`config.mk`:
```
export PLATFORM = sky130hd
export DESIGN_NAME = ppema_cfg_regs
export DESIGN_NICKNAME = d
export VERILOG_FILES = /design/src/hw/rtl/ppema_pkg.sv /design/src/hw/rtl/ppema_cfg_regs.sv
export SDC_FILE = /design/constraint.sdc
export NUM_CORES = 1
export LEC_CHECK = 0
export ABC_AREA = 1
export BUFFER_PORTS_ARGS = -buffer_cell sky130_fd_sc_hd__buf_4
export CORE_AREA = 2 2 58 60
export CTS_BUF_LIST = sky130_fd_sc_hd__clkbuf_8 sky130_fd_sc_hd__clkbuf_16
export CTS_CLUSTER_DIAMETER = 100
export CTS_CLUSTER_SIZE = 25
export DETAILED_ROUTE_END_ITERATION = 12
export DIE_AREA = 0 0 60 62
export PLACE_DENSITY = 0.78
export RECOVER_POWER = 25
export SYNTH_ARGS = -nofsm -noshare
export SYNTH_HDL_FRONTEND = slang
export SYNTH_SLANG_ARGS = --single-unit
```
`constraint.sdc`:
```
create_clock -name clk -period 1.08 [get_ports clk]
set_input_delay 0.162 -clock clk [delete_from_list [all_inputs] [get_ports clk]]
set_output_delay 0.162 -clock clk [all_outputs]
set_load 0.02 [all_outputs]
```
`src/hw/rtl/ppema_pkg.sv`:
```
// ============================================================================
// ppema_pkg
// Shared types and constants for the per-pixel EMA smoother with dropout hold.
// ============================================================================
package ppema_pkg;

    // Frame geometry and sample format
    localparam int FRAME_WIDTH  = 32;
    localparam int FRAME_HEIGHT = 24;
    localparam int PIXELS       = FRAME_WIDTH * FRAME_HEIGHT;
    localparam int IDX_W        = 10;
    localparam int SAMPLE_W     = 16;
    localparam int ALPHA_W      = 17;
    localparam int COUNT_W      = 16;
    localparam int TOTAL_W      = 10;

    // Blend arithmetic: (alpha + sign) * (diff) and rounding constant
    localparam int DIFF_W       = SAMPLE_W + 1;
    localparam int PROD_W       = ALPHA_W + 1 + DIFF_W + 1;
    localparam int FRAC_W       = 16;

    localparam logic [ALPHA_W-1:0] ALPHA_ONE   = ALPHA_W'(65536);
    localparam logic [ALPHA_W-1:0] ALPHA_RESET = ALPHA_W'(32768);
    localparam logic [COUNT_W-1:0] THRESH_RESET = COUNT_W'(3);
    localparam logic [COUNT_W-1:0] COUNT_MAX    = {COUNT_W{1'b1}};
    localparam logic signed [PROD_W-1:0] ROUND_HALF = PROD_W'(32768);
    localparam logic [IDX_W-1:0] LAST_PIXEL = IDX_W'(PIXELS - 1);

    // Configuration port
    localparam int CFG_INDEX_W = 2;
    localparam int CFG_DATA_W  = ALPHA_W;

    typedef enum logic [CFG_INDEX_W-1:0] {
        CFG_SMOOTH_EN = 2'd0,
        CFG_ALPHA     = 2'd1,
        CFG_THRESHOLD = 2'd2
    } cfg_sel_t;

    typedef struct packed {
        logic                 smoothing_enable;
        logic [ALPHA_W-1:0]   alpha;
        logic [COUNT_W-1:0]   invalid_threshold;
    } cfg_t;

    // Input and result transactions
    typedef struct packed {
        logic [IDX_W-1:0]           pixel_index;
        logic signed [SAMPLE_W-1:0] temperature;
        logic                       sample_valid;
        logic                       frame_last;
    } in_t;

    typedef struct packed {
        logic [IDX_W-1:0]           out_index;
        logic signed [SAMPLE_W-1:0] smoothed;
        logic                       out_valid;
        logic                       any_history;
        logic                       out_last;
    } out_t;

    // Per-pixel state entry (ready flag and invalid count live in one RAM,
    // the stored value in another)
    localparam int STATE_W = 1 + COUNT_W;

    typedef struct packed {
        logic                       ready;
        logic [COUNT_W-1:0]         count;
        logic signed [SAMPLE_W-1:0] value;
    } pix_entry_t;

    // Update control handed from the update logic to the top level
    typedef struct packed {
        logic active;
        logic total_inc;
        logic total_dec;
    } upd_ctl_t;

endpackage

```
`src/hw/rtl/ppema_cfg_regs.sv`:
```
// ============================================================================
// ppema_cfg_regs
// Configuration registers: smoothing enable, alpha and invalid threshold.
// ============================================================================
module ppema_cfg_regs (
    input  logic                               clk,
    input  logic                               rst_n,
    input  logic                               cfg_we,
    input  logic [ppema_pkg::CFG_INDEX_W-1:0]  cfg_index,
    input  logic [ppema_pkg::CFG_DATA_W-1:0]   cfg_data,
    output ppema_pkg::cfg_t                    cfg
);
    import ppema_pkg::*;

    cfg_t cfg_reg;
    cfg_t cfg_next;

    // Decode the register write
    always_comb
    begin
        cfg_next = cfg_reg;
        if (cfg_we)
        begin
            case (cfg_index)
                CFG_SMOOTH_EN: cfg_next.smoothing_enable  = cfg_data[0];
                CFG_ALPHA:     cfg_next.alpha             = cfg_data[ALPHA_W-1:0];
                CFG_THRESHOLD: cfg_next.invalid_threshold = cfg_data[COUNT_W-1:0];
                default:       cfg_next = cfg_reg;
            endcase
        end
    end

    always_ff @(posedge clk or negedge rst_n)
    begin
        if (!rst_n)
        begin
            cfg_reg.smoothing_enable  <= 1'b1;
            cfg_reg.alpha             <= ALPHA_RESET;
            cfg_reg.invalid_threshold <= THRESH_RESET;
        end
        else
        begin
            cfg_reg <= cfg_next;
        end
    end

    assign cfg = cfg_reg;

endmodule

```
Word level (Yosys, flattened, before mapping)
Cells that the tools add are included.

word-level totals
  logic and storage cells = 9
  register bits after elaboration = 34
  output and inout bits = 34
  input port bits = 22

operators by class
  reductions and logical operators = 4
  equality and inequality tests = 2

operators by type and width
  cell                  count
  $reduce_and A2 Y1     3
  $eq A2 B1 Y1 const B  1
  $eq A2 B2 Y1 const B  1
  $logic_not A2 Y1      1

Logic depth before layout (Yosys ltp)
  depth in word-level cells = 2
  gate-level depth with buffers = 6
  mapped depth without buffers = 4

Least setup slack after synthesis
OpenSTA, ideal clock, no wires.

  path type = input port to flip-flop
  start point = input port cfg_index[1] (netlist bit)
  end point = register cfg_reg (netlist bit cfg[16])
  stages on the path = 6
  library setup time = 0.117 ns
  buffers on the path = 2
  data arrival time = 0.686 ns
  required time = 0.963 ns
  path slack = 0.277 ns
  cells stage by stage = buf_6 inv_6 nand3_4 buf_6 nand2_1 nand2_1

between the ends
  longest elaborated chain between the ends = 2

ends and longest elaborated chain
  item                                RTL line              source
  start, declared                     ppema_cfg_regs.sv:9   input logic [ppema_pkg::CFG_INDEX_W-1:0] cfg_index,
  $eq A2 B1 Y1                        ppema_cfg_regs.sv:24  case (cfg_index)
  $reduce_and A2 Y1 (no source line)  --
  end signal, assigned                ppema_cfg_regs.sv:43  cfg_reg <= cfg_next;
  end, declared                       ppema_cfg_regs.sv:15  cfg_t cfg_reg;

Every way passes these cells.
A chain may end at the register's enable or synchronous reset.

Final worst setup path
  start point = register cfg_reg (netlist bit cfg[0])
  end point = output port cfg[0] (netlist bit)

RTL lines
  item           RTL line              source
  end, declared  ppema_cfg_regs.sv:11  output ppema_pkg::cfg_t cfg

No word-level cell between the ends.

==> results.py <==
metrics = {
    "global_routing": {
        "first_global_vias": 1276,
        "overflow": 0,
        "antenna_found_initial": 0,
        "grt_max_degree": 35,
        "grtUsageTotal": 0.207,
        "grt_pass1_wl_um": 5740,
    },
    "layout": {
        "fillers": 265,
        "final_cells": 257,
        "largest_reg_flops": 34,
        "fin_area_sq_um": 1980,
        "n_antenna_cell": 0,
        "num-nets-final": 232,
        "layout-drive-gt1-share": 0.346,
        "areaGrowthSynthToFinish_pct": 34.6,
    },
    "synthesis": {
        "synth-xor-area-share": 0,
        "synthSimpleGateAreaFrac": 0.346,
        "synth_mux_area_frac": 0,
        "synth_compound_area_frac": 0,
        "synth_top_family_by_area": "simple AND/OR/NAND/NOR gates",
        "synth.yosys.seq_area_share": 0.581,
        "yosys_warnings": 0,
        "ys_types": 12,
        "avgSynthCellArea_sq_um": 9.56,
        "syn-instance-count": 154,
        "synth_seq_cells": 34,
        "synth-adder-area-share": 0,
        "synth_area_sq_um": 1470,
        "synthesis.nets": 176,
    },
    "cts": {
        "cts_tree": "done",
        "numCtsBuffers": 5,
        "clock-sinks": 34,
        "clock_path_buffers": 2,
        "path_clk_slew_ps": 70,
        "clk_latency_ps": 270,
        "cts.root.buffer_cell": "clkbuf_8",
        "htreeDepth": 2,
    },
    "power": {
        "power_density_nw_per_um2": 1780,
        "p_leak_nw": 1.07,
        "power_mw": 3.53,
        "ir_drop_v": 0.000956,
    },
    "placed_design": {
        "portBuffers": 55,
        "dp.cells": 248,
        "pre_cts_ws_ps": 71.9,
        "placed_area_sq_um": 1890,
        "dp_hpwl_um": 2660,
        "gp_congestion": 0.760,
    },
    "timing": {
        "worstMarginPinSlew_ps": 450,
        "setup_viol": 4,
        "fmax_mhz": 898,
        "period_share": 1.03,
        "maxSlewHeadroom": 0.700,
        "min_period_ps": 1110,
        "rsz0062_at_grt": "true",
        "fin_ws_ps": -33.3,
        "finalMaxSlewViolations": 0,
        "hold_violations": 0,
        "fin_skew_ps": 0,
    },
    "critical_path": {
        "crit_family": "flip-flops",
        "required_ps": 920,
        "start_kind": "flop",
        "max_stage_delay_ps": 560,
        "cp.arrival_ps": 950,
        "worstPathMaxFanout": 2,
        "cp_slowest_cell": "dfstp_2",
        "critPathKind": "flop to output pin",
        "crit_buf_inv": 1,
        "cp-end-kind": "output pin",
        "path_cells": "buf_6",
    },
    "detailed_routing": {
        "first_pass_iters": 4,
        "drc": 0,
        "drt-initial-drc-count": 70,
        "viasPerCell": 5.29,
        "vias": 1359,
        "wl_per_cell_um": 14.2,
        "ant_nets": 0,
        "wl_um": 3650,
    },
    "die": {
        "die_w_um": 60,
        "rows": 21,
        "start_util": 0.463,
        "dieHeight_um": 62,
        "io_pins": 56,
        "dieArea_sq_um": 3720,
        "coreArea_sq_um": 3180,
    },
    "status": {
        "failed_checks": "setup timing",
        "outcome": "complete, but fails checks",
    },
    "flow_run": {
        "drv_cap": 0,
    },
    "hold_path": {
        "hold_path.class": "input port to flop",
    },
}
-- through the flow --
step | setup TNS [ps] | util | hold slack [ps]
2_1_floorplan | 0 | - | -134
3_3_place_gp | 0 | 0.593 | 118
3_5_place_dp | 0 | 0.593 | 126
4_1_cts | -70.6 | 0.630 | 133
5_1_grt | -433 | 0.623 | 137
6_report | -65.5 | 0.623 | 140
-- routing by layer --
layer  up-vias  routed length, um  global-route usage
met5         -                  0                   0
met4         0                 26              0.0540
met3         2                277              0.0580
met2        61               1860               0.340
met1       662               1490               0.272
li1        634                  -                   -
-- synth_stat cells --
cell type | n | area (sq um)
nand3_1 | 1 | 5.00
dfrtp_1 | 30 | 751
nand4_1 | 33 | 206
buf_6 | 4 | 45.0
buf_4 | 4 | 30.0
buf_2 | 4 | 20.0
dfstp_2 | 4 | 105
nand2_1 | 69 | 259
inv_6 | 1 | 8.76
inv_2 | 1 | 3.75
nor2_1 | 1 | 3.75
nand3_4 | 2 | 35.0
-- report_power, final --
group	switching, mW	total, mW	internal [mW]
combinational	0.567	0.982	0.416
clock	0.419	0.923	0.504
sequential	0.126	1.62	1.49
-- final timing paths --
| path | startpoint | to | slack [ps] | cells past startpoint |
|---|---|---|---|---|
| max in group asynchronous | rst_n | cfg[31] | 320 | 2 |
| min reg2reg | cfg[21] | cfg[21] | 470 | 2 |
| max | cfg[0] | cfg[0] | -30 | 1 |
| min | cfg_data[0] | cfg[33] | 140 | 3 |
| max reg2reg | cfg[1] | cfg[1] | 330 | 2 |
| min in group asynchronous | rst_n | cfg[26] | 400 | 2 |
-- logic make-up after synthesis --
kind of cell / count (synthesis)
buf+inv: 14
flops: 34
simple gates: 106
-- layout by cell type, fill, tap and decap left out --
cell type	count
inv_2	1
buf_4	55
clkbuf_4	1
buf_6	4
inv_1	2
nand2_1	69
nand4_1	33
dfstp_2	3
nand3_2	2
nand3_1	1
nor2_1	1
clkinv_2	1
dfrtp_1	30
clkbuf_8	6
dlygate4sd3_1	1
dfstp_1	1
-- area by class of cell --
cell class              instances  area (sq um)  share of cell area
clock buffers                   6          82.6              0.0417
clock inverters                 2          8.76             0.00442
inverters                       2          7.51             0.00379
multi-input cells             106           494               0.249
flip-flops and latches         34           856               0.432
well taps                      46          57.6              0.0290
repair buffers                 61           475               0.240
-- repair_timing --
action,4_1_cts,5_1_grt
endpoints found under the setup margin,4,4
gates resized for setup,4,0
setup buffers,0,0
hold buffers,1,0
endpoints found under the hold margin,30,0
pin swaps,0,0
Note: power is estimated with default switching activity, not from simulation.
