<file path="src/hw/rtl/ppema_pkg.sv">
// ============================================================================
// ppema_pkg
// Shared types and constants for the per-pixel EMA smoother with dropout hold.
// ============================================================================
package ppema_pkg;

    // Frame geometry and sample format
    localparam int FRAME_WIDTH  = 32;
    localparam int FRAME_HEIGHT = 24;
    localparam int PIXELS       = FRAME_WIDTH * FRAME_HEIGHT;
    localparam int IDX_W        = 10;
    localparam int SAMPLE_W     = 16;
    localparam int ALPHA_W      = 17;
    localparam int COUNT_W      = 16;
    localparam int TOTAL_W      = 10;

    // Blend arithmetic: (alpha + sign) * (diff) and rounding constant
    localparam int DIFF_W       = SAMPLE_W + 1;
    localparam int PROD_W       = ALPHA_W + 1 + DIFF_W + 1;
    localparam int FRAC_W       = 16;

    localparam logic [ALPHA_W-1:0] ALPHA_ONE   = ALPHA_W'(65536);
    localparam logic [ALPHA_W-1:0] ALPHA_RESET = ALPHA_W'(32768);
    localparam logic [COUNT_W-1:0] THRESH_RESET = COUNT_W'(3);
    localparam logic [COUNT_W-1:0] COUNT_MAX    = {COUNT_W{1'b1}};
    localparam logic signed [PROD_W-1:0] ROUND_HALF = PROD_W'(32768);
    localparam logic [IDX_W-1:0] LAST_PIXEL = IDX_W'(PIXELS - 1);

    // Configuration port
    localparam int CFG_INDEX_W = 2;
    localparam int CFG_DATA_W  = ALPHA_W;

    typedef enum logic [CFG_INDEX_W-1:0] {
        CFG_SMOOTH_EN = 2'd0,
        CFG_ALPHA     = 2'd1,
        CFG_THRESHOLD = 2'd2
    } cfg_sel_t;

    typedef struct packed {
        logic                 smoothing_enable;
        logic [ALPHA_W-1:0]   alpha;
        logic [COUNT_W-1:0]   invalid_threshold;
    } cfg_t;

    // Input and result transactions
    typedef struct packed {
        logic [IDX_W-1:0]           pixel_index;
        logic signed [SAMPLE_W-1:0] temperature;
        logic                       sample_valid;
        logic                       frame_last;
    } in_t;

    typedef struct packed {
        logic [IDX_W-1:0]           out_index;
        logic signed [SAMPLE_W-1:0] smoothed;
        logic                       out_valid;
        logic                       any_history;
        logic                       out_last;
    } out_t;

    // Per-pixel state entry (ready flag and invalid count live in one RAM,
    // the stored value in another)
    localparam int STATE_W = 1 + COUNT_W;

    typedef struct packed {
        logic                       ready;
        logic [COUNT_W-1:0]         count;
        logic signed [SAMPLE_W-1:0] value;
    } pix_entry_t;

    // Update control handed from the update logic to the top level
    typedef struct packed {
        logic active;
        logic total_inc;
        logic total_dec;
    } upd_ctl_t;

endpackage

</file>
<file path="src/hw/rtl/ppema_update.sv">
// ============================================================================
// ppema_update
// Per-pixel update: blend, seed, hold or drop, and the pass-through case.
// ============================================================================
module ppema_update (
    input  ppema_pkg::cfg_t                       cfg,
    input  ppema_pkg::in_t                        item,
    input  ppema_pkg::pix_entry_t                 entry,
    output ppema_pkg::pix_entry_t                 entry_new,
    output logic signed [ppema_pkg::SAMPLE_W-1:0] smoothed,
    output logic                                  res_ok,
    output ppema_pkg::upd_ctl_t                   ctl
);
    import ppema_pkg::*;

    logic                       active;
    logic signed [DIFF_W-1:0]   diff;
    logic signed [PROD_W-1:0]   prod;
    logic signed [PROD_W-1:0]   rounded;
    logic signed [PROD_W-FRAC_W-1:0] step;
    logic signed [PROD_W-FRAC_W-1:0] blend_wide;
    logic [COUNT_W-1:0]         count_inc;
    logic                       hold;

    // Smoothing applies only when enabled, alpha is at most one, pixel in frame
    assign active = cfg.smoothing_enable && (cfg.alpha <= ALPHA_ONE)
                    && (item.pixel_index < IDX_W'(PIXELS));

    // Blend: prev + round(alpha * (cur - prev) / 65536)
    assign diff    = DIFF_W'(item.temperature) - DIFF_W'(entry.value);
    assign prod    = PROD_W'($signed({1'b0, cfg.alpha})) * PROD_W'(diff);
    assign rounded = prod + ROUND_HALF;
    assign step    = rounded[PROD_W-1:FRAC_W];
    assign blend_wide = step + (PROD_W-FRAC_W)'(entry.value);

    // Saturating invalid count and hold decision
    assign count_inc = (entry.count == COUNT_MAX) ? entry.count : entry.count + COUNT_W'(1);
    assign hold      = entry.ready && (count_inc < cfg.invalid_threshold);

    always_comb
    begin
        entry_new     = entry;
        smoothed      = '0;
        res_ok        = 1'b0;
        ctl.active    = active;
        ctl.total_inc = 1'b0;
        ctl.total_dec = 1'b0;
        if (!active)
        begin
            // Pass the sample through
            if (item.sample_valid)
            begin
                smoothed = item.temperature;
                res_ok   = 1'b1;
            end
        end
        else if (!item.sample_valid)
        begin
            // Count the dropout, hold or drop the pixel
            entry_new.count = count_inc;
            entry_new.ready = hold;
            if (hold)
            begin
                smoothed = entry.value;
                res_ok   = 1'b1;
            end
            ctl.total_dec = entry.ready && !hold;
        end
        else
        begin
            // Seed or blend
            entry_new.count = '0;
            entry_new.ready = 1'b1;
            if (!entry.ready)
            begin
                entry_new.value = item.temperature;
                ctl.total_inc   = 1'b1;
            end
            else
            begin
                entry_new.value = blend_wide[SAMPLE_W-1:0];
            end
            smoothed = entry_new.value;
            res_ok   = 1'b1;
        end
    end

endmodule

</file>
<file path="config.mk">
export PLATFORM = sky130hd
export DESIGN_NAME = ppema_update
export DESIGN_NICKNAME = d
export VERILOG_FILES = /design/src/hw/rtl/ppema_pkg.sv /design/src/hw/rtl/ppema_update.sv
export SDC_FILE = /design/constraint.sdc
export NUM_CORES = 1
export LEC_CHECK = 0
export BUFFER_PORTS_ARGS = -buffer_cell sky130_fd_sc_hd__buf_2
export CAP_MARGIN = 20
export CORE_MARGIN = 2
export CORE_UTILIZATION = 31
export DETAILED_ROUTE_END_ITERATION = 8
export MAX_ROUTING_LAYER = met4
export SYNTH_ARGS = -nofsm -noshare
export SYNTH_HDL_FRONTEND = slang
export SYNTH_SLANG_ARGS = --single-unit
export TNS_END_PERCENT = 30
</file>
<file path="constraint.sdc">
create_clock -name vclk -period 10.4
set_input_delay 0.52 -clock vclk [all_inputs]
set_output_delay 0.52 -clock vclk [all_outputs]
set_load 0.01 [all_outputs]
</file>
==> Yosys cells after proc, flatten, opt, wreduce, memory -nomap -nowiden <==
Cells that the tools add are included.
{ "totals": {"output_inout_bits": 53, "input_bits": 95, "elab_cells": 31, "ff_bits": 0} }
{ "op_classes": {"muxes": 17, "eq_ne": 1, "mul": 1, "n_reduce_logical": 5, "addsub": 4, "order_cmp": 3} }
{ "ops": {"columns": ["op", "n"], "rows": [
  ["$mux 16", 7],
  ["$mux 33", 1],
  ["$add 32x17->32 const B", 1],
  ["$mul 18x17->32", 1],
  ["$le 17x17->1 const B", 1],
  ["$mux 17", 1],
  ["$sub 16x16->17", 1],
  ["$add 16x1->16 const B", 1],
  ["$add 16x16->16", 1],
  ["$eq 16x16->1 const B", 1],
  ["$lt 16x16->1", 1],
  ["$lt 10x10->1 const B", 1],
  ["$mux 1", 7],
  ["$logic_and 1x1->1", 4],
  ["$mux 2", 1],
  ["$logic_not 1->1", 1]
]} }

==> Depth between registers and ports, before layout <==
Gate-level depths: netlist (run 1).
{ "logic_depth": {"depth_word": 8, "depth_mapped": 45, "depth_no_buf": 44} }

==> Least setup slack after synthesis (run 1) <==
No wires, ideal clock.
{ "synth_timing": {"path_type": "input port to output port", "start": "in entry[1] (netlist name)", "end": "out entry_new[15] (netlist name)", "required_ps": 9880, "n_path_buf": 1, "setup_slack_ps": 381, "arrival_time_ps": 9499, "path_stages": 41, "cell_sequence": "inv_1 -> ha_1 -> nor2b_4 -> o31a_1 -> o41ai_2 -> or2b_1 -> a21oi_1 -> xnor2_1 -> clkbuf_1 -> nand2_1 -> fa_1 -> inv_1 -> fa_1 -> inv_1 -> fa_1 -> inv_1 -> fa_1 -> fa_1 -> (+5 left out) -> o2111ai_1 -> a21o_1 -> nand3_1 -> a41o_1 -> or3_1 -> and3_1 -> o21a_1 -> nor3_1 -> nor2_1 -> ha_1 -> nand2_1 -> nor2_1 -> a221oi_1 -> o21ai_0 -> a31oi_1 -> xnor3_1 -> xor2_1 -> o21ai_2"} }
{ "synth_rtl": {"columns": ["element", "line", "text"], "rows": [
  ["from (decl)", "ppema_update.sv:8", "input ppema_pkg::pix_entry_t entry,"],
  ["to (decl)", "ppema_update.sv:9", "output ppema_pkg::pix_entry_t entry_new,"]
]} }

==> results of run 1 <==
## final timing paths
check                 cells after the start       from            end  slack, ps
worst max-delay path                     41   entry[1]  entry_new[15]         10
worst min-delay path                      4  entry[12]   smoothed[12]       1400
## stage by stage
stage	util [%]	setup TNS (ps)	setup WS (ps)	instances
after floorplan	-	0	381	1511
after global placement	36.9	-490	-158	2231
after detailed placement	36.9	-1490	-368	2231
after CTS	37.0	-10.2	-8.93	2231
after global routing	38.4	-2070	-396	2250
final	38.4	0	12.4	2250
## routing by layer
metal,vias up,track usage [%]
met3,38,0.629
met5,-,-
met4,0,2.52
met1,5337,22.4
li1,5101,-
met2,256,29.6
## synth_stat cells (all sizes together) (18+ instances only)
library cell  number  area share [%]
xnor2             33             2.4
and2              83             4.3
nand3             18            0.74
a21oi             52             2.2
mux2i             22             1.8
o21ai             53             2.2
nor2b             33             1.8
nor2              52             1.6
ha               154              16
fa               226              37
inv              351              11
nand2            208             6.5
a21o              18             1.1
clkbuf            49             1.5
## repair_timing
item / CTS / global route
resized for setup: 12 / 79
pin swaps: 6 / 57
setup buffers: 0 / 17
endpoints found under the setup margin: 6 / 16
endpoints found under the hold margin: 0 / 0
gates cloned: 0 / 1
## final cells by class
cell class | count | area (µm²) | area share (%)
Antenna cell | 1 | 2.50 | 0.0169
Timing Repair Buffer | 278 | 1860 | 12.6
Multi-Input combinational cell | 1102 | 11000 | 74.2
Inverter | 351 | 1320 | 8.91
Tap cell | 518 | 648 | 4.37
## logic make-up (layout without fill, tap and decap cells)
kind of cell	Yosys count	count (layout)
simple gates	458	458
other cells	0	1
compound gates	190	190
mux	24	24
xor+xnor	50	50
fa+ha+maj	380	380
buf+inv	409	629
==> summary.txt, run 1 <==
starting DRC count in detailed routing -> 526
Mapped Cells -> 1511
pin count of the biggest net entering global routing -> 27
sequential-to-total area share from yosys stat -> 0%
metal1 wirelength -> 14700 µm
Overall Global Routing Usage -> 17.0%
Finish-stage setup viols -> 0
drc violations -> 0
YS warnings -> 0
Post-CTS Hold Buffers -> 0
HPWL Detailed -> 28100 µm
worst hold path type -> in2out
total wire length -> 33800 µm
syn_area_per_cell -> 8.04 µm²
floorplan core area -> 0.0386 mm²
initial cell density of the core -> 31.4%
RSZ-0062 raised after global routing -> yes
DR WL met3 -> 1370 µm
Synth Area in Adders -> 53.1%
area occupied by registers -> 0 µm²
most frequent cells in the layout -> 344 x inv_1, 223 x fa_1, 204 x nand2_1, 148 x ha_1, 138 x buf_2
layout cells sized above 1 -> 20.8%
most frequent CP cell -> fa_1
Final min period -> 10390 ps
total number of vias -> 10732
WHS -> 1400 ps
uppermost layer routed -> met4
FMAX -> 0.0963 GHz
CP Max Fanout -> 14
Rel. slew slack -> 43.1%
initial antenna violation count -> 1
Worst path slowest cell -> fa_1
final period utilization -> 99.9%
Synth Area in Compound Gates -> 10.1%
status -> completed
grt ovf -> 0
Synth Area in XOR/XNOR -> 3.72%
First-pass DRT Iterations -> 5
max-cap violations -> 0
nature of the critical path endpoint -> primary output
die width -> 202 µm
GPL Wtd Cong -> 0.875
Die Height -> 202 µm
worst-margin pin slew -> 851 ps
Seq cells -> 0
WP data arrival -> 9870 ps
Critical Path Max Stage Delay -> 530 ps
main combinational cell family by area after synthesis -> adder cells
Rows -> 72
wire per inst -> 15.0 µm
vias in the first global route -> 10925
CLK BUF -> 0
syn_nets -> 1986
Setup CP Type -> in2out
fill cell count -> 4012
NumNets Final -> 2208
first-pass GRT wire length -> 55400 µm
vias per cell -> 4.77
fin area -> 0.0148 mm²
Synth Area in Simple Gates -> 18.3%
die area -> 0.0408 mm²
DRT antenna net count -> 0
Worst Path Buf+Inv -> 9
commonest non-fill, non-tap cell in the layout -> inv_1
Final Max Tran Viols -> 0
synth unique cells -> 63
Fin. Hold Viols -> 0
Port Buf Inserts -> 139
Crit path max-delay family -> adder cells
DP Area -> 0.0142 mm²
# IOs -> 148
routed wl met2 -> 17200 µm
post-synthesis mux area share -> 2.00%
CP required -> 9880 ps
synthesized area -> 0.0121 mm²
Area Growth Syn to Fin -> 22.1%
CP Launch Type -> input pin
Power of run 1 is not shown: default switching activity piles up to over one toggle a cycle in this logic, so the estimate is an artifact.
==> run 2: changes to the inputs <==
- REMOVE_ABC_BUFFERS: not set -> 1
- SETUP_SLACK_MARGIN: not set -> 0.05
==> run 2 against run 1 <==
- worst setup slack improved by 140 ps
- wire length fell by 1.5%
- sequential share of layout area did not move
- design area fell by 1.5%
- die area did not move
- critical path depth rose by 2
- count of clock-buffer cells in the layout did not move
- via count fell by 0.54%
- largest cell class unchanged
- highest routed layer unchanged
==> summary.txt, run 2 (synthesized netlist as in run 1, its figures left out) <==
status -> completed
Area Growth Syn to Fin -> 20.2%
floorplan core area -> 0.0386 mm² (unchanged)
Multi-input gate area -> 0.0109 mm² (-0.90%)
commonest non-fill, non-tap cell in the layout -> inv_1
WP data arrival -> 9730 ps (-140 ps)
GR peak layer -> met2
die width -> 202 µm (unchanged)
First-pass DRT Iterations -> 5 (unchanged)
FMAX -> 0.0976 GHz (+1.4%)
met3 Use GR -> 0.564% (-0.064 points)
Finish-stage setup viols -> 0 (unchanged)
NumNets Final -> 2194 (-0.63%)
DRT antenna net count -> 0 (unchanged)
most frequent cells in the layout -> 345 x inv_1, 224 x fa_1, 204 x nand2_1, 150 x ha_1, 138 x buf_2
final period utilization -> 98.5% (-1.3 points)
fill cell count -> 4044 (+0.80%)
Overall Global Routing Usage -> 17.0% (-0.031 points)
nature of the critical path endpoint -> primary output
Rows -> 72 (unchanged)
grt met1 use -> 22.2% (-0.27 points)
wire per inst -> 14.9 µm (-0.93%)
Final Max Tran Viols -> 0 (unchanged)
Final min period -> 10250 ps (-140 ps)
Critical Path Max Stage Delay -> 530 ps (about the same)
CP Launch Type -> input pin
Rel. slew slack -> 30.6% (-13 points)
CLK BUF -> 0 (unchanged)
Die Height -> 202 µm (unchanged)
GRT met2 Usage -> 30.3% (+0.66 points)
WHS -> 1400 ps (-2.77 ps)
placed insts -> 2221 (-0.45%)
first-pass GRT wire length -> 55900 µm (+0.96%)
total wire length -> 33300 µm (-1.5%)
Setup CP Type -> in2out
max-cap violations -> 0 (unchanged)
initial cell density of the core -> 31.4% (unchanged)
Fin. Hold Viols -> 0 (unchanged)
pin count of the biggest net entering global routing -> 27 (unchanged)
HPWL Detailed -> 27400 µm (-2.7%)
die area -> 0.0408 mm² (unchanged)
Port Buf Inserts -> 139 (unchanged)
grt ovf -> 0 (unchanged)
RSZ-0062 raised after global routing -> yes
starting DRC count in detailed routing -> 417 (-21%)
Seq cells -> 0 (unchanged)
initial antenna violation count -> 3 (+2)
total number of vias -> 10674 (-0.54%)
worst hold path type -> in2out
# IOs -> 148 (unchanged)
most frequent CP cell -> fa_1
CP Max Fanout -> 5 (-9)
drc violations -> 0 (unchanged)
vias in the first global route -> 11316 (+3.6%)
area occupied by registers -> 0 µm² (unchanged)
CP required -> 9880 ps (about the same)
layout cells sized above 1 -> 19.6% (-1.2 points)
vias per cell -> 4.77 (about the same)
GPL Wtd Cong -> 0.878 (+0.41%)
Worst path slowest cell -> fa_1
Final Non-Filler Cells -> 2238 (-0.53%)
worst-margin pin slew -> 1040 ps (+186 ps)
## run 2: repair_timing
item	in CTS	in global routing
cloned	0	1
gates resized for setup	13	65
hold buffers	0	0
hold endpoints to repair	0	0
buffers inserted	1	12
setup endpoints to repair	6	16
pin swaps	9	61
## run 2: final cells by class
cell class / instances / share of cell area (%)
multi-input combinational: 1102 / 74.6
timing repair buffer: 264 / 11.9
inverter: 351 / 9.04
tap: 518 / 4.44
antenna: 3 / 0.0514
## run 2: worst max-delay path: cells and delay by family
kind	cells	cell delay, ps
and+or+nand+nor	10	1360
adders and majority gates	9	3800
AOI/OAI and AO/OA	13	2480
xor gates and xnor gates	3	610
buffers and inverters	8	920
## run 2: metrics by stage
| step | TNS (ps) | worst slack (ps) | utilization (%) | instance area [µm²] |
|---|---|---|---|---|
| 2_1_floorplan | 0 | 324 | - | 11900 |
| 3_3_place_gp | -626 | -172 | 36.6 | 14100 |
| 3_5_place_dp | -964 | -204 | 36.6 | 14100 |
| 4_1_cts | -28.3 | -15.0 | 36.8 | 14200 |
| 5_1_grt | -2100 | -392 | 37.8 | 14600 |
| 6_report | 0 | 153 | 37.8 | 14600 |
## run 2: layer usage
| layer | up-vias | part of all wire (%) |
|---|---|---|
| met5 | - | 0 |
| met4 | 0 | 1.1 |
| met3 | 25 | 3.5 |
| met2 | 241 | 51 |
| met1 | 5333 | 45 |
| li1 | 5075 | - |
## run 2: final timing paths
check                      from            end  slack (ps)  depth (start not counted)
worst max-delay path    item[3]  entry_new[15]         150                         43
worst min-delay path  entry[12]   smoothed[12]        1400                          4
